===== src/rtl/core/mst_pkg.sv =====
// shared types, kind codes and header decode tables for the msgpack tokenizer
// no dependencies; imported by every module of the block
package mst_pkg;

  localparam int MST_MAX_DEPTH = 16;

  // token kinds
  localparam logic [5:0] K_NIL       = 6'd0;
  localparam logic [5:0] K_BOOL      = 6'd1;
  localparam logic [5:0] K_POSFIX    = 6'd2;
  localparam logic [5:0] K_NEGFIX    = 6'd3;
  localparam logic [5:0] K_UINT8     = 6'd4;
  localparam logic [5:0] K_UINT16    = 6'd5;
  localparam logic [5:0] K_UINT32    = 6'd6;
  localparam logic [5:0] K_UINT64    = 6'd7;
  localparam logic [5:0] K_INT8      = 6'd8;
  localparam logic [5:0] K_INT16     = 6'd9;
  localparam logic [5:0] K_INT32     = 6'd10;
  localparam logic [5:0] K_INT64     = 6'd11;
  localparam logic [5:0] K_FLOAT32   = 6'd12;
  localparam logic [5:0] K_FLOAT64   = 6'd13;
  localparam logic [5:0] K_FIXSTR    = 6'd14;
  localparam logic [5:0] K_STR8      = 6'd15;
  localparam logic [5:0] K_STR16     = 6'd16;
  localparam logic [5:0] K_STR32     = 6'd17;
  localparam logic [5:0] K_BIN8      = 6'd18;
  localparam logic [5:0] K_BIN16     = 6'd19;
  localparam logic [5:0] K_BIN32     = 6'd20;
  localparam logic [5:0] K_FIXARRAY  = 6'd21;
  localparam logic [5:0] K_ARRAY16   = 6'd22;
  localparam logic [5:0] K_ARRAY32   = 6'd23;
  localparam logic [5:0] K_FIXMAP    = 6'd24;
  localparam logic [5:0] K_MAP16     = 6'd25;
  localparam logic [5:0] K_MAP32     = 6'd26;
  localparam logic [5:0] K_FIXEXT1   = 6'd27;
  localparam logic [5:0] K_FIXEXT2   = 6'd28;
  localparam logic [5:0] K_FIXEXT4   = 6'd29;
  localparam logic [5:0] K_FIXEXT8   = 6'd30;
  localparam logic [5:0] K_FIXEXT16  = 6'd31;
  localparam logic [5:0] K_EXT8      = 6'd32;
  localparam logic [5:0] K_EXT16     = 6'd33;
  localparam logic [5:0] K_EXT32     = 6'd34;
  localparam logic [5:0] K_TIMESTAMP = 6'd35;
  localparam logic [5:0] K_ERROR     = 6'd36;

  // error codes
  localparam logic [1:0] ERR_NONE      = 2'd0;
  localparam logic [1:0] ERR_BAD_HDR   = 2'd1;
  localparam logic [1:0] ERR_TRUNCATED = 2'd2;
  localparam logic [1:0] ERR_TOO_DEEP  = 2'd3;

  // parse phase of the back end
  typedef enum logic [2:0] {
    PH_HEAD,
    PH_LEN,
    PH_EXTTYPE,
    PH_VAL,
    PH_SKIP
  } ph_t;

  // header byte class found by the front end
  typedef enum logic [3:0] {
    HC_POSFIX,
    HC_NEGFIX,
    HC_FIXMAP,
    HC_FIXARRAY,
    HC_FIXSTR,
    HC_NIL,
    HC_BOOL,
    HC_BAD,
    HC_TABLE
  } hclass_t;

  // decode of headers 0xc4..0xdf
  typedef struct packed {
    logic [5:0] kind;
    ph_t        phase;
    logic [4:0] count;
  } tab_t;

  // one classified byte travelling from front to back
  typedef struct packed {
    logic [7:0]  data;
    logic        last;
    logic [31:0] pos;
    hclass_t     hclass;
    tab_t        tab;
  } hdr_t;

  function automatic tab_t hdr_table(input logic [4:0] idx);
    tab_t t;
    unique case (idx)
      5'd0:  t = '{K_BIN8,     PH_LEN,     5'd1};
      5'd1:  t = '{K_BIN16,    PH_LEN,     5'd2};
      5'd2:  t = '{K_BIN32,    PH_LEN,     5'd4};
      5'd3:  t = '{K_EXT8,     PH_LEN,     5'd1};
      5'd4:  t = '{K_EXT16,    PH_LEN,     5'd2};
      5'd5:  t = '{K_EXT32,    PH_LEN,     5'd4};
      5'd6:  t = '{K_FLOAT32,  PH_VAL,     5'd4};
      5'd7:  t = '{K_FLOAT64,  PH_VAL,     5'd8};
      5'd8:  t = '{K_UINT8,    PH_VAL,     5'd1};
      5'd9:  t = '{K_UINT16,   PH_VAL,     5'd2};
      5'd10: t = '{K_UINT32,   PH_VAL,     5'd4};
      5'd11: t = '{K_UINT64,   PH_VAL,     5'd8};
      5'd12: t = '{K_INT8,     PH_VAL,     5'd1};
      5'd13: t = '{K_INT16,    PH_VAL,     5'd2};
      5'd14: t = '{K_INT32,    PH_VAL,     5'd4};
      5'd15: t = '{K_INT64,    PH_VAL,     5'd8};
      5'd16: t = '{K_FIXEXT1,  PH_EXTTYPE, 5'd1};
      5'd17: t = '{K_FIXEXT2,  PH_EXTTYPE, 5'd2};
      5'd18: t = '{K_FIXEXT4,  PH_EXTTYPE, 5'd4};
      5'd19: t = '{K_FIXEXT8,  PH_EXTTYPE, 5'd8};
      5'd20: t = '{K_FIXEXT16, PH_EXTTYPE, 5'd16};
      5'd21: t = '{K_STR8,     PH_LEN,     5'd1};
      5'd22: t = '{K_STR16,    PH_LEN,     5'd2};
      5'd23: t = '{K_STR32,    PH_LEN,     5'd4};
      5'd24: t = '{K_ARRAY16,  PH_LEN,     5'd2};
      5'd25: t = '{K_ARRAY32,  PH_LEN,     5'd4};
      5'd26: t = '{K_MAP16,    PH_LEN,     5'd2};
      5'd27: t = '{K_MAP32,    PH_LEN,     5'd4};
      default: t = '{K_ERROR,  PH_HEAD,    5'd0};
    endcase
    return t;
  endfunction

  // value byte count of a numeric kind
  function automatic logic [3:0] num_bytes(input logic [5:0] k);
    logic [3:0] n;
    case (k)
      K_UINT8, K_INT8:               n = 4'd1;
      K_UINT16, K_INT16:             n = 4'd2;
      K_UINT32, K_INT32, K_FLOAT32:  n = 4'd4;
      default:                       n = 4'd8;
    endcase
    return n;
  endfunction

endpackage


===== src/rtl/core/mst_front.sv =====
// front end: byte offset tracking and header byte classification
// depends on mst_pkg
module mst_front import mst_pkg::*; (
  input  logic       clk,
  input  logic       rst,
  input  logic [7:0] data_byte,
  input  logic       last_byte,
  input  logic       push,
  output hdr_t       hdr
);

  logic [31:0] byte_position;
  logic [4:0]  tidx;

  // buffer offset, back to zero after the final byte
  always_ff @(posedge clk) begin
    if (rst) begin
      byte_position <= '0;
    end else if (push) begin
      byte_position <= last_byte ? 32'd0 : byte_position + 32'd1;
    end
  end

  // classify the byte as if it were a header
  always_comb begin
    tidx       = 5'(data_byte - 8'hC4);
    hdr.data   = data_byte;
    hdr.last   = last_byte;
    hdr.pos    = byte_position;
    hdr.tab    = hdr_table(tidx);
    if (data_byte <= 8'h7F)             hdr.hclass = HC_POSFIX;
    else if (data_byte >= 8'hE0)        hdr.hclass = HC_NEGFIX;
    else if (data_byte <= 8'h8F)        hdr.hclass = HC_FIXMAP;
    else if (data_byte <= 8'h9F)        hdr.hclass = HC_FIXARRAY;
    else if (data_byte <= 8'hBF)        hdr.hclass = HC_FIXSTR;
    else if (data_byte == 8'hC0)        hdr.hclass = HC_NIL;
    else if (data_byte == 8'hC1)        hdr.hclass = HC_BAD;
    else if (data_byte <= 8'hC3)        hdr.hclass = HC_BOOL;
    else                                hdr.hclass = HC_TABLE;
  end

endmodule


===== src/rtl/core/mst_fifo.sv =====
// two-entry queue of classified bytes between front and back
// depends on mst_pkg
module mst_fifo import mst_pkg::*; (
  input  logic clk,
  input  logic rst,
  input  logic push,
  input  hdr_t wr_data,
  output logic full,
  input  logic pop,
  output logic rd_valid,
  output hdr_t rd_data
);

  hdr_t       mem [2];
  logic       wr_ptr;
  logic       rd_ptr;
  logic [1:0] count;

  assign full     = (count == 2'd2);
  assign rd_valid = (count != 2'd0);
  assign rd_data  = mem[rd_ptr];

  // entry storage
  always_ff @(posedge clk) begin
    if (push) begin
      mem[wr_ptr] <= wr_data;
    end
  end

  // pointers and fill count
  always_ff @(posedge clk) begin
    if (rst) begin
      wr_ptr <= 1'b0;
      rd_ptr <= 1'b0;
      count  <= 2'd0;
    end else begin
      if (push) wr_ptr <= ~wr_ptr;
      if (pop)  rd_ptr <= ~rd_ptr;
      count <= count + 2'(push) - 2'(pop);
    end
  end

endmodule


===== src/rtl/core/mst_back.sv =====
// back end: parse state machine, nesting stack and token output register
// depends on mst_pkg
module mst_back import mst_pkg::*; #(
  parameter int MAX_DEPTH = MST_MAX_DEPTH
) (
  input  logic        clk,
  input  logic        rst,
  input  logic        q_valid,
  input  hdr_t        q,
  output logic        pop,
  output logic        out_valid,
  input  logic        out_stall,
  output logic [5:0]  kind,
  output logic [63:0] value,
  output logic [31:0] length,
  output logic [7:0]  ext_code,
  output logic [31:0] payload_offset,
  output logic [4:0]  depth,
  output logic        top_done,
  output logic [1:0]  error_code
);

  localparam int LW = $clog2(MAX_DEPTH + 1);
  localparam int IW = (MAX_DEPTH > 1) ? $clog2(MAX_DEPTH) : 1;

  // parse state
  ph_t             phase, phase_next;
  logic [5:0]      hkind, hkind_next;
  logic [63:0]     acc, acc_next;
  logic [4:0]      pend, pend_next;
  logic [31:0]     skip, skip_next;
  logic [31:0]     ns_hold, ns_hold_next;
  logic [LW-1:0]   level, level_next;
  logic [32:0]     cnt [MAX_DEPTH];
  logic [MAX_DEPTH-1:0] one;

  // token under construction
  logic        tv;
  logic [5:0]  tk;
  logic [63:0] tval;
  logic [31:0] tlen;
  logic [7:0]  text;
  logic [31:0] toff;
  logic [LW-1:0] tdepth;
  logic        ttop;
  logic [1:0]  terr;

  // requests raised by the phase logic
  logic        cont_req, pl_req, do_fin, do_push, do_err;
  logic [5:0]  cont_kind, pl_kind;
  logic [31:0] cont_n, pl_len;
  logic [32:0] cont_slots, push_slots;
  logic [7:0]  pl_ext;
  logic [1:0]  err_code;

  // stack pop search
  logic          fin_found;
  logic [IW-1:0] fin_t;
  logic [LW-1:0] fin_level;
  logic [32:0]   fin_cnt;

  logic [7:0]  b;
  logic [31:0] p;
  logic [31:0] len_w;
  logic [3:0]  nb;
  logic [4:0]  tsn;
  logic        ts;
  logic [7:0]  tdepth8;

  assign pop = q_valid && (!out_valid || !out_stall);
  assign b   = q.data;
  assign p   = q.pos;

  // highest open level whose count does not run out on this element
  always_comb begin
    fin_found = 1'b0;
    fin_t     = '0;
    for (int i = 0; i < MAX_DEPTH; i++) begin
      if ((LW'(i) < level) && !one[i]) begin
        fin_found = 1'b1;
        fin_t     = IW'(i);
      end
    end
    fin_cnt   = cnt[fin_t];
    fin_level = fin_found ? LW'(fin_t) + LW'(1) : '0;
  end

  // phase logic, token build and next state
  always_comb begin
    phase_next   = phase;
    hkind_next   = hkind;
    acc_next     = acc;
    pend_next    = pend;
    skip_next    = skip;
    ns_hold_next = ns_hold;
    tv = 1'b0; tk = K_NIL; tval = '0; tlen = '0; text = '0; toff = '0;
    tdepth = level; terr = ERR_NONE;
    cont_req = 1'b0; cont_kind = K_NIL; cont_n = '0; cont_slots = '0;
    pl_req = 1'b0; pl_kind = K_NIL; pl_len = '0; pl_ext = '0;
    do_fin = 1'b0; do_push = 1'b0; push_slots = '0;
    do_err = 1'b0; err_code = ERR_NONE;
    len_w = '0; nb = '0; tsn = '0; ts = 1'b0;

    unique case (phase)
      PH_SKIP: begin
        skip_next = skip - 32'd1;
        if (skip_next == 32'd0) phase_next = PH_HEAD;
      end
      PH_LEN: begin
        acc_next  = {32'd0, acc[23:0], b};
        pend_next = pend - 5'd1;
        if (pend_next == 5'd0) begin
          len_w      = acc_next[31:0];
          acc_next   = '0;
          phase_next = PH_HEAD;
          if (hkind == K_EXT8 || hkind == K_EXT16 || hkind == K_EXT32) begin
            skip_next  = len_w;
            phase_next = PH_EXTTYPE;
          end else if (hkind == K_ARRAY16 || hkind == K_ARRAY32) begin
            cont_req = 1'b1; cont_kind = hkind; cont_n = len_w;
            cont_slots = {1'b0, len_w};
          end else if (hkind == K_MAP16 || hkind == K_MAP32) begin
            cont_req = 1'b1; cont_kind = hkind; cont_n = len_w;
            cont_slots = {len_w, 1'b0};
          end else begin
            pl_req = 1'b1; pl_kind = hkind; pl_len = len_w;
          end
        end
      end
      PH_EXTTYPE: begin
        if (b == 8'hFF) begin
          if (hkind == K_FIXEXT4 && skip == 32'd4) ts = 1'b1;
          if (hkind == K_FIXEXT8 && skip == 32'd8) ts = 1'b1;
          if (hkind == K_EXT8 && (skip == 32'd4 || skip == 32'd8 || skip == 32'd12))
            ts = 1'b1;
        end
        if (ts) begin
          hkind_next   = K_TIMESTAMP;
          acc_next     = '0;
          ns_hold_next = '0;
          pend_next    = skip[4:0];
          phase_next   = PH_VAL;
        end else begin
          pl_req = 1'b1; pl_kind = hkind; pl_len = skip; pl_ext = b;
        end
      end
      PH_VAL: begin
        if (hkind == K_TIMESTAMP && skip == 32'd12 && pend > 5'd8)
          ns_hold_next = {ns_hold[23:0], b};
        else
          acc_next = {acc[55:0], b};
        pend_next = pend - 5'd1;
        if (pend_next == 5'd0) begin
          phase_next = PH_HEAD;
          tv = 1'b1;
          tk = hkind;
          if (hkind == K_TIMESTAMP) begin
            tsn  = skip[4:0];
            tval = acc_next;
            text = 8'hFF;
            if (tsn == 5'd8) begin
              tlen = 32'(acc_next[63:34]);
              tval = {30'd0, acc_next[33:0]};
            end else if (tsn == 5'd12) begin
              tlen = ns_hold;
            end
            toff = p + 32'd1 - 32'(tsn);
          end else begin
            nb = num_bytes(hkind);
            case (hkind)
              K_INT8:  tval = {{56{acc_next[7]}}, acc_next[7:0]};
              K_INT16: tval = {{48{acc_next[15]}}, acc_next[15:0]};
              K_INT32: tval = {{32{acc_next[31]}}, acc_next[31:0]};
              default: tval = acc_next;
            endcase
            toff = p + 32'd1 - 32'(nb);
          end
          skip_next = '0;
          acc_next  = '0;
          do_fin    = 1'b1;
        end
      end
      default: begin
        unique case (q.hclass)
          HC_POSFIX: begin
            tv = 1'b1; tk = K_POSFIX; tval = {56'd0, b}; do_fin = 1'b1;
          end
          HC_NEGFIX: begin
            tv = 1'b1; tk = K_NEGFIX; tval = {56'hFF_FFFF_FFFF_FFFF, b};
            do_fin = 1'b1;
          end
          HC_FIXMAP: begin
            cont_req = 1'b1; cont_kind = K_FIXMAP; cont_n = {28'd0, b[3:0]};
            cont_slots = {28'd0, b[3:0], 1'b0};
          end
          HC_FIXARRAY: begin
            cont_req = 1'b1; cont_kind = K_FIXARRAY; cont_n = {28'd0, b[3:0]};
            cont_slots = {29'd0, b[3:0]};
          end
          HC_FIXSTR: begin
            pl_req = 1'b1; pl_kind = K_FIXSTR; pl_len = {27'd0, b[4:0]};
          end
          HC_NIL: begin
            tv = 1'b1; tk = K_NIL; do_fin = 1'b1;
          end
          HC_BOOL: begin
            tv = 1'b1; tk = K_BOOL; tval = {63'd0, b[0]}; do_fin = 1'b1;
          end
          HC_BAD: begin
            do_err = 1'b1; err_code = ERR_BAD_HDR;
          end
          default: begin
            hkind_next   = q.tab.kind;
            phase_next   = q.tab.phase;
            acc_next     = '0;
            ns_hold_next = '0;
            if (q.tab.phase == PH_EXTTYPE) begin
              skip_next = {27'd0, q.tab.count};
              pend_next = '0;
            end else begin
              pend_next = q.tab.count;
              skip_next = '0;
            end
          end
        endcase
      end
    endcase

    // container header: empty, too deep, or opens a level
    if (cont_req) begin
      if (cont_slots == 33'd0) begin
        tv = 1'b1; tk = cont_kind; tlen = cont_n; toff = p + 32'd1; do_fin = 1'b1;
      end else if (level >= LW'(MAX_DEPTH)) begin
        do_err = 1'b1; err_code = ERR_TOO_DEEP;
      end else begin
        tv = 1'b1; tk = cont_kind; tlen = cont_n; toff = p + 32'd1;
        do_push = 1'b1; push_slots = cont_slots;
      end
    end

    // str, bin and ext: token now, payload skipped
    if (pl_req) begin
      tv = 1'b1; tk = pl_kind; tlen = pl_len; text = pl_ext; toff = p + 32'd1;
      skip_next  = pl_len;
      phase_next = (pl_len != 32'd0) ? PH_SKIP : PH_HEAD;
      do_fin     = 1'b1;
    end

    // stack level after this byte
    if (do_err)       level_next = '0;
    else if (do_push) level_next = level + LW'(1);
    else if (do_fin)  level_next = fin_level;
    else              level_next = level;
    ttop = do_fin && !fin_found;

    if (do_err) begin
      tv = 1'b1; tk = K_ERROR; tval = '0; tlen = '0; text = '0; toff = p;
      ttop = 1'b0; terr = err_code;
      phase_next = PH_HEAD; hkind_next = '0; acc_next = '0; pend_next = '0;
      skip_next = '0; ns_hold_next = '0;
    end

    // end of buffer: anything still open is a truncation
    if (q.last) begin
      if (!do_err && (phase_next != PH_HEAD || level_next != '0)) begin
        tv = 1'b1; tk = K_ERROR; tval = '0; tlen = '0; text = '0; toff = p;
        tdepth = level_next; ttop = 1'b0; terr = ERR_TRUNCATED;
      end
      phase_next = PH_HEAD; hkind_next = '0; acc_next = '0; pend_next = '0;
      skip_next = '0; ns_hold_next = '0; level_next = '0;
    end
    tdepth8 = 8'(tdepth);
  end

  // parse state registers
  always_ff @(posedge clk) begin
    if (rst) begin
      phase   <= PH_HEAD;
      hkind   <= '0;
      acc     <= '0;
      pend    <= '0;
      skip    <= '0;
      ns_hold <= '0;
      level   <= '0;
    end else if (pop) begin
      phase   <= phase_next;
      hkind   <= hkind_next;
      acc     <= acc_next;
      pend    <= pend_next;
      skip    <= skip_next;
      ns_hold <= ns_hold_next;
      level   <= level_next;
    end
  end

  // nesting stack: push a new level or count down the surviving one
  always_ff @(posedge clk) begin
    if (pop && do_push) begin
      cnt[IW'(level)] <= push_slots;
      one[IW'(level)] <= (push_slots == 33'd1);
    end else if (pop && do_fin && fin_found) begin
      cnt[fin_t] <= fin_cnt - 33'd1;
      one[fin_t] <= (fin_cnt == 33'd2);
    end
  end

  // output register, loaded while the previous token is taken
  always_ff @(posedge clk) begin
    if (rst) begin
      out_valid <= 1'b0;
    end else if (pop && tv) begin
      out_valid <= 1'b1;
    end else if (!out_stall) begin
      out_valid <= 1'b0;
    end
  end

  always_ff @(posedge clk) begin
    if (pop && tv) begin
      kind           <= tk;
      value          <= tval;
      length         <= tlen;
      ext_code       <= text;
      payload_offset <= toff;
      depth          <= tdepth8[4:0];
      top_done       <= ttop;
      error_code     <= terr;
    end
  end

  // stack never grows past its limit
  a_level_bound: assert property (@(posedge clk) disable iff (rst)
    level <= LW'(MAX_DEPTH))
    else $error("nesting level beyond limit");

  // an error token leaves the parser at a top-level header
  a_err_clears: assert property (@(posedge clk) disable iff (rst)
    (pop && tv && tk == K_ERROR) |=> (level == '0 && phase == PH_HEAD))
    else $error("parse state not cleared after error");

  // skipping always has bytes left to skip
  a_skip_nonzero: assert property (@(posedge clk) disable iff (rst)
    (phase == PH_SKIP) |-> (skip != 32'd0))
    else $error("skip phase with empty count");

  // error tokens never close a top-level object
  a_err_no_top: assert property (@(posedge clk) disable iff (rst)
    (out_valid && kind == K_ERROR) |-> (!top_done && error_code != ERR_NONE))
    else $error("error token with top_done or no code");

endmodule


===== src/rtl/core/msgpack_stream_tokenizer.sv =====
// top level of the msgpack stream tokenizer: front classifier, queue, back parser
// depends on mst_pkg, mst_front, mst_fifo, mst_back
// Takes a MessagePack buffer one byte per transaction and returns one token per
// object once its header, length, type and value bytes are in; str, bin and ext
// payload bytes are skipped without a token. A byte is taken every cycle
// while the queue is not full: the front end tracks the buffer offset and
// classifies the header byte, a two-entry queue hands it to the back end, whose
// parse state and nesting stack of MAX_DEPTH element counts update once per
// byte, and a registered output holds the token; while a token waits the queue
// takes up to two more bytes before the input stalls. Each byte is held in the
// queue, and its token in the output register. Raising last_byte ends the
// buffer; an object or container still open then gives a truncation error.
module msgpack_stream_tokenizer import mst_pkg::*; #(
  parameter int MAX_DEPTH = MST_MAX_DEPTH
) (
  input  logic        clk,
  input  logic        rst,
  input  logic        in_valid,
  output logic        in_stall,
  input  logic [7:0]  data_byte,
  input  logic        last_byte,
  output logic        out_valid,
  input  logic        out_stall,
  output logic [5:0]  kind,
  output logic [63:0] value,
  output logic [31:0] length,
  output logic [7:0]  ext_code,
  output logic [31:0] payload_offset,
  output logic [4:0]  depth,
  output logic        top_done,
  output logic [1:0]  error_code
);

  hdr_t hdr_in;
  hdr_t hdr_q;
  logic full;
  logic push;
  logic q_valid;
  logic pop;

  assign in_stall = full;
  assign push     = in_valid && !full;

  // header classification and offset counter
  mst_front u_front (
    .clk       (clk),
    .rst       (rst),
    .data_byte (data_byte),
    .last_byte (last_byte),
    .push      (push),
    .hdr       (hdr_in)
  );

  // decoupling queue
  mst_fifo u_fifo (
    .clk      (clk),
    .rst      (rst),
    .push     (push),
    .wr_data  (hdr_in),
    .full     (full),
    .pop      (pop),
    .rd_valid (q_valid),
    .rd_data  (hdr_q)
  );

  // parser, stack and token register
  mst_back #(
    .MAX_DEPTH (MAX_DEPTH)
  ) u_back (
    .clk            (clk),
    .rst            (rst),
    .q_valid        (q_valid),
    .q              (hdr_q),
    .pop            (pop),
    .out_valid      (out_valid),
    .out_stall      (out_stall),
    .kind           (kind),
    .value          (value),
    .length         (length),
    .ext_code       (ext_code),
    .payload_offset (payload_offset),
    .depth          (depth),
    .top_done       (top_done),
    .error_code     (error_code)
  );

endmodule


===== config.mk =====
export PLATFORM = sky130hd
export DESIGN_NAME = msgpack_stream_tokenizer
export DESIGN_NICKNAME = d
export VERILOG_FILES = /design/src/rtl/core/mst_pkg.sv /design/src/rtl/core/mst_front.sv /design/src/rtl/core/mst_fifo.sv /design/src/rtl/core/mst_back.sv /design/src/rtl/core/msgpack_stream_tokenizer.sv
export SDC_FILE = /design/constraint.sdc
export NUM_CORES = 2
export LEC_CHECK = 0
export BUFFER_PORTS_ARGS = -buffer_cell sky130_fd_sc_hd__buf_2
export CAP_MARGIN = 15
export CORE_MARGIN = 2
export CORE_UTILIZATION = 40
export DETAILED_ROUTE_END_ITERATION = 16
export PLACE_DENSITY_LB_ADDON = 0.08
export SYNTH_ARGS = -nofsm -noshare
export SYNTH_HDL_FRONTEND = slang
export SYNTH_SLANG_ARGS = --single-unit

===== constraint.sdc =====
create_clock -name clk -period 16.3 [get_ports clk]
set_input_delay 0.815 -clock clk [delete_from_list [all_inputs] [get_ports clk]]
set_output_delay 0.815 -clock clk [all_outputs]
set_load 0.02 [all_outputs]

* Yosys cells after proc, flatten, opt, wreduce, memory -nomap -nowiden
Memories as Yosys holds them, arrays and structs flattened. A register that Yosys moved wholly into a read port is not among the register bits.
Index checks and enable logic that the tools add are counted.
Widths: inputs -> output; s select.
** Word-level totals
- Register bits :: 350
- Memory bits (writable) :: 646
- ROM bits :: 416
- Logic and storage cells :: 462
- Memories kept :: 3
** Memories
- u_back.cnt :: depth 16, bits a word 33, read ports 1, clocked after memory_dff 0, wr ports 1, line mst_back.sv:34 : logic [32:0] cnt [MAX_DEPTH];
- (no name shown) :: depth 32, bits a word 13, read ports 1, clocked after memory_dff 0, wr ports 0, line mst_pkg.sv:92 : unique case (idx)
- u_fifo.mem :: depth 2, bits a word 59, read ports 1, clocked after memory_dff 1, wr ports 1, line mst_fifo.sv:14 : hdr_t mem [2];
** Operators by class
- Add/subtract/negate cells :: 12
- Order comparisons :: 28
- Eq/ne operators :: 55
- Muxes and demuxes :: 253
- Bitwise logic cells :: 2
- Reduce and logical (&&, ||, !) cells :: 88
** Operators with widths (number)
- $mux 32 :: 45
- $mux 64 :: 12
- $pmux 64 s3 :: 2
- $mux 33 :: 8
- $pmux 64 s4 :: 1
- $pmux 32 s3 :: 2
- $pmux 32 s4 :: 1
- $pmux 64 s2 :: 1
- $mux 6 :: 21
- $mux 4 :: 22
- $mux 8 :: 9
- $mux 1 :: 71
- $mux 5 :: 14
- $pmux 33 s2 :: 1
- $add 32x1->32 const B :: 2
- $eq 32x4->1 const B :: 2
- $pmux 32 s2 :: 1
- $lt 4x5->1 const A :: 8
- $mux 3 :: 13
- $eq 6x5->1 const B :: 6
- $pmux 6 s2 :: 3
- $eq 33x1->1 const B :: 1
- $eq 33x2->1 const B :: 1
- $logic_not 33->1 :: 1
- 74 further kinds :: 190

* Longest topological paths before layout
- Word-level depth :: 29
- Depth in mapped cells :: 28
- Mapped depth without buffers :: 21

* Hierarchy
From an unflattened synthesis, not the netlist that was laid out.
** Second synthesis, totals
- Cells, all modules :: 4198
- Area, all modules :: 48721.7 um^2
** Modules (own cells, without submodules)
- mst_back :: times used 1, cells each 3689, area each 41872.7 um^2
- mst_fifo :: times used 1, cells each 205, area each 4521.8 um^2
- mst_front :: times used 1, cells each 303, area each 2313.5 um^2
- msgpack_stream_tokenizer :: times used 1, cells each 1, area each 13.8 um^2

* Worst setup path after synthesis
No wires, ideal clock.
- Kind :: register to register
- From :: register u_back.level[1]
- To :: register u_back.depth[0] (enable)
- Library setup time :: 751 ps
- Data arrival time :: 11643 ps
- Required time :: 15549 ps
- Setup slack :: 3906 ps
- Cell stages (with the launch flop) :: 20
- Buffers on the path :: 8
- Period minus slack after synthesis :: 12394 ps
- Cell sequence :: dfxtp_1 -> buf_6 -> or2_2 -> o311a_1 -> a211oi_1 -> a21o_1 -> buf_6 -> buf_6 -> buf_6 -> buf_6 -> buf_2 -> buf_1 -> ha_1 -> nand2_1 -> o211a_1 -> a211o_1 -> a41oi_1 -> buf_2 -> nor2_4 -> a31oi_1
** Between the ends
- Cells in the longest elaborated chain, start to end :: 28
- Elaborated cells on any way between the ends :: 90
- Those cells by class :: 2 x add/sub; 17 x order compare; 49 x mux; 22 x reduce/logical
** Ends and longest elaborated chain
- from (decl) :: line mst_back.sv:33 : logic [LW-1:0] level, level_next;
- from (signal assigned) :: line mst_back.sv:292 : level <= level_next;
- $lt 1x5->1 :: line mst_back.sv:79 : if ((LW'(i) < level) && !one[i]) begin
- $logic_and 1x1->1 :: line mst_back.sv:79
- $mux 1 :: line mst_back.sv:79
- $mux 2 or $mux 1 (tied branches) (2 in series) :: line mst_back.sv:79
- $mux 3 or $mux 1 (tied branches) (4 in series) :: line mst_back.sv:79
- $mux 4 or $mux 1 (tied branches) (8 in series) :: line mst_back.sv:79
- $add 4x1->5 or $mux 1 (tied branches) :: line mst_back.sv:85, mst_back.sv:79
- $mux 5 :: line mst_back.sv:85 : fin_level = fin_found ? LW'(fin_t) + LW'(1) : '0;
- $mux 5 :: line mst_back.sv:252 : else if (do_fin) level_next = fin_level;
- $mux 5 :: line mst_back.sv:251 : else if (do_push) level_next = level + LW'(1);
- $mux 5 :: line mst_back.sv:250 : if (do_err) level_next = '0;
- $reduce_bool 5->1 :: line mst_back.sv:265 : if (!do_err && (phase_next != PH_HEAD || level_next != '0)) begin
- $logic_or 1x1->1 :: line mst_back.sv:265
- $logic_and 1x1->1 :: line mst_back.sv:265
- $mux 1 :: line mst_back.sv:265
- $mux 1 (*) :: line mst_back.sv:264 : if (q.last) begin
- $logic_and 1x1->1 (*) :: line mst_back.sv:319 : if (pop && tv) begin
- to (signal assigned) :: line mst_back.sv:325 : depth <= tdepth8[4:0];
- to (decl) :: line mst_back.sv:18 : output logic [4:0] depth,
Mark *: on every way between the ends. The rest lies on a longest branch, timed or not.
A chain may end at the register's enable or synchronous reset.

==> flow_metrics.py <==
metrics = {
    "die": {
        "die_area_um2": 123000,
        "rows": 127,
        "start_util_pct": 40.2,
        "die_h_um": 350,
        "io_pins": 165,
        "core_um2": 119000,
        "die_x_um": 350,
    },
    "clock_tree": {
        "ctsHoldBuffers": 0,
        "max-clock-path-buffers": 3,
        "cts_sinks": 995,
        "cts.clk_slew.worst_paths_ns": 0.06,
        "cts_buffers": 109,
        "cts_tree": "built",
        "cts_setup_buffers": 0,
        "cts_resized": 0,
        "clk_latency_ns": 0.72,
        "h-tree-depth": 3,
        "clockRootBuffer": "clkbuf_16",
    },
    "critical_path": {
        "required_ns": 16.64,
        "worstSetupEndpointType": "register",
        "crit_arrival_ns": 8.64,
        "rr_endpoint": "u_back.value[40]",
        "slowest_delay_ns": 0.94,
        "critPathTopFamily": "compound AO/OA/AOI/OAI gates",
        "cpMostUsedCell": "buf_4",
        "critPathKind": "reg2reg",
        "r2r_slack_ns": 8.01,
        "worstPathCellList": "mux2_2 -> or4_1 -> o32a_1 -> o31ai_1 -> nand3_1 -> o21a_1 -> nor2_2 -> clkinv_1 -> a221oi_1 -> nor2b_1 -> a41oi_2 -> nor2_4 -> a31oi_4 -> buf_4 -> buf_4",
        "cp_slowest_cell": "a31oi_4",
        "cp_max_fo": 66,
        "rr_worst_depth": 15,
        "cp.depth": 15,
        "endpoint": "u_back.value[40]",
        "path_buf_inv": 3,
        "start_kind": "register",
    },
    "place": {
        "port_buffers": 164,
        "dpl.hpwl_mm": 106,
        "dp_cells": 5833,
        "place.gp.congestion": 0.953,
    },
    "pwr": {
        "power.leakage_nw": 18.0,
        "ir_drop_v": 0.000127,
        "power_density_nw_per_um2": 201,
    },
    "final_layout": {
        "drive_above_1_share_pct": 14.2,
        "fillCellCount": 11144,
        "fin_nets": 4389,
        "area_growth_pct": 13.2,
        "most-common-layout-cells": "810 x edfxtp_1, 469 x nand2_1, 346 x nor2_1",
        "final_common_cell": "edfxtp_1",
        "final_cells": 6055,
    },
    "drt": {
        "dr.pass1.iters": 7,
        "drt_iter0_drc": 3787,
        "routed_wl_mm": 167,
        "ant_nets": 0,
        "drc_errors": 0,
        "viasPerCell": 6.04,
        "num_vias": 36575,
        "wire_per_inst_um": 27.7,
    },
    "yosys": {
        "ys_ff_latch": 995,
        "synth_area_um2": 47900,
        "ys_warn_count": 0,
        "synthCells": 4267,
        "yosysTopAreaCellShare_pct": 50.7,
        "async_flop_share_pct": 0,
        "synth_cell_types": 108,
        "synthTopCellsByArea": "edfxtp_1 51%, dfxtp_1 7.7%, mux2i_1 3.7%, nand2_1 3.7%, a21oi_1 3.5%",
        "synth_ff_type": "edfxtp_1",
        "syn_area_per_cell_um2": 11.2,
        "yosysSeqAreaShare_pct": 58.5,
        "netlist.top_cell.by_area": "edfxtp_1",
        "synth-edff-count": 810,
        "synth_nets": 4312,
    },
    "timing": {
        "setup_tns_ns": 0,
        "finalHoldViolCount": 0,
        "rsz0062_at_grt": "no",
        "slew_viol_final": 0,
        "fin_crit_ns": 8.29,
        "finalCritPeriodShare_pct": 50.9,
        "worst_pin_slew_ns": 1.17,
        "fmax_mhz": 121,
        "fin_worst_skew_ns": 0.0571,
        "setup_viol": 0,
        "slew_headroom_pct": 21.6,
    },
    "global_route": {
        "grt_use_met3_pct": 4.30,
        "use_met2_pct": 43.2,
        "grt_pass1_wl_mm": 240,
        "met1_usage_pct": 36.6,
        "grt-busiest-layer": "met2",
        "antenna_found_initial": 6,
        "grt_pass1_vias": 34041,
        "gr-total-overflow": 0,
        "grt_usage_pct": 26.6,
        "grt_max_degree": 93,
    },
    "flow_run": {
        "cap_viol_max_count": 0,
    },
    "status": {
        "outcome": "completed",
    },
    "worst_hold_path": {
        "hp-class": "in2reg",
    },
}
-- registers in the layout, indices dropped and copies added, names as in the netlist, 6 cells and up, named ones only --
signal	flops
u_back.ns_hold	32
u_back.skip	32
u_back.acc	64
u_front.byte_position	32
u_fifo.mem	116
u_back.length	32
u_back.hkind	6
u_back.value	64
u_back.payload_offset	32
u_back.one	16
u_back.kind	6
u_back.cnt	528
u_back.ext_code	8
-- kinds of logic after synthesis --
family	share of synthesized area, %
multiplexers	5.60
AND/OR/NAND/NOR	14.5
flip-flops	58.5
XOR/XNOR	2.06
AO/OA/AOI/OAI	15.3
adder cells (fa/ha/maj)	0.872
buffers and inverters	3.26
-- how the worst min path moves through the flow --
stage,from,endpoint,slack [ns],depth (start not counted)
floorplan,u_front.byte_position[24],u_fifo.mem[0][42],0.43,0
global placement,u_front.byte_position[24],u_fifo.mem[0][42],0.44,0
detailed placement,u_front.byte_position[24],u_fifo.mem[1][42],0.45,0
CTS,data_byte[4],u_fifo.mem[1][55],0.34,1
global route,data_byte[4],u_fifo.mem[0][55],0.37,1
finish,data_byte[4],u_fifo.mem[0][55],0.39,1
-- power breakdown --
part           total, mW  leakage, nW  internal [mW]  switching (mW)
clock network       2.52         1.78           1.45            1.07
logic               4.93         7.36           1.49            3.45
registers           3.45         8.85           3.29           0.166
total               10.9         18.0           6.22            4.69
-- per-stage QoR --
stage	hold WS [ns]	utilization [%]	worst slack, ns	cell area (µm²)	power [mW]
after floorplan	0.426	-	3.91	47900	6.84
after global placement	0.436	42.3	8.05	50500	8.40
after detailed placement	0.447	42.3	7.92	50500	8.40
after CTS	0.337	45.4	7.92	54200	10.9
after global routing	0.365	45.5	7.39	54300	11.4
final	0.385	45.5	8.01	54300	10.9
-- final cells by class --
type	instances	area, µm²	area share, %
flip-flops and latches	995	28000	51.7
multi-input cells	2911	18700	34.4
well taps	1612	2020	3.72
inverters	46	178	0.327
diodes	2	5.00	0.00922
clock buffers	143	2950	5.43
clock inverters	65	722	1.33
repair buffers	281	1710	3.16
-- synthesized netlist by cell type, drive strengths merged (11+ instances only) --
master / n
mux2i: 178
and4: 11
or2: 24
o21a: 16
or3: 22
o22ai: 98
o32ai: 20
o22a: 11
a31oi: 31
a21oi: 334
a2111oi: 19
nand2b: 30
nor2b: 25
nor3b: 14
o211ai: 21
a21o: 37
nand4: 34
nor4: 50
nor2: 364
clkbuf: 236
nand3: 117
a22oi: 78
buf: 79
a211oi: 32
edfxtp: 810
or4: 19
xnor2: 55
nor3: 144
a222oi: 11
ha: 31
mux2: 30
o221ai: 40
mux4: 25
o21ai: 162
a311oi: 11
and2: 31
and3: 27
xor2: 58
dfxtp: 185
nand2: 469
inv: 43
nand3b: 17
a221oi: 67
-- layer usage --
metal,part of all wire (%),up-vias
li1,-,16478
met1,43,18384
met2,47,1434
met3,7.0,273
met4,3.0,6
met5,0.026,-
-- worst reg2reg max path: stages, from the launching register on --
cell and delay (ns):
dfxtp_4 0.83, mux2_2 0.61, or4_1 0.53, o32a_1 0.18
o31ai_1 0.31, nand3_1 0.19, o21a_1 0.33, nor2_2 0.38
clkinv_1 0.40, a221oi_1 0.53, nor2b_1 0.11, a41oi_2 0.61
nor2_4 0.28, a31oi_4 0.94, buf_4 0.90, buf_4 0.79
(Power assumes the default switching activity.)
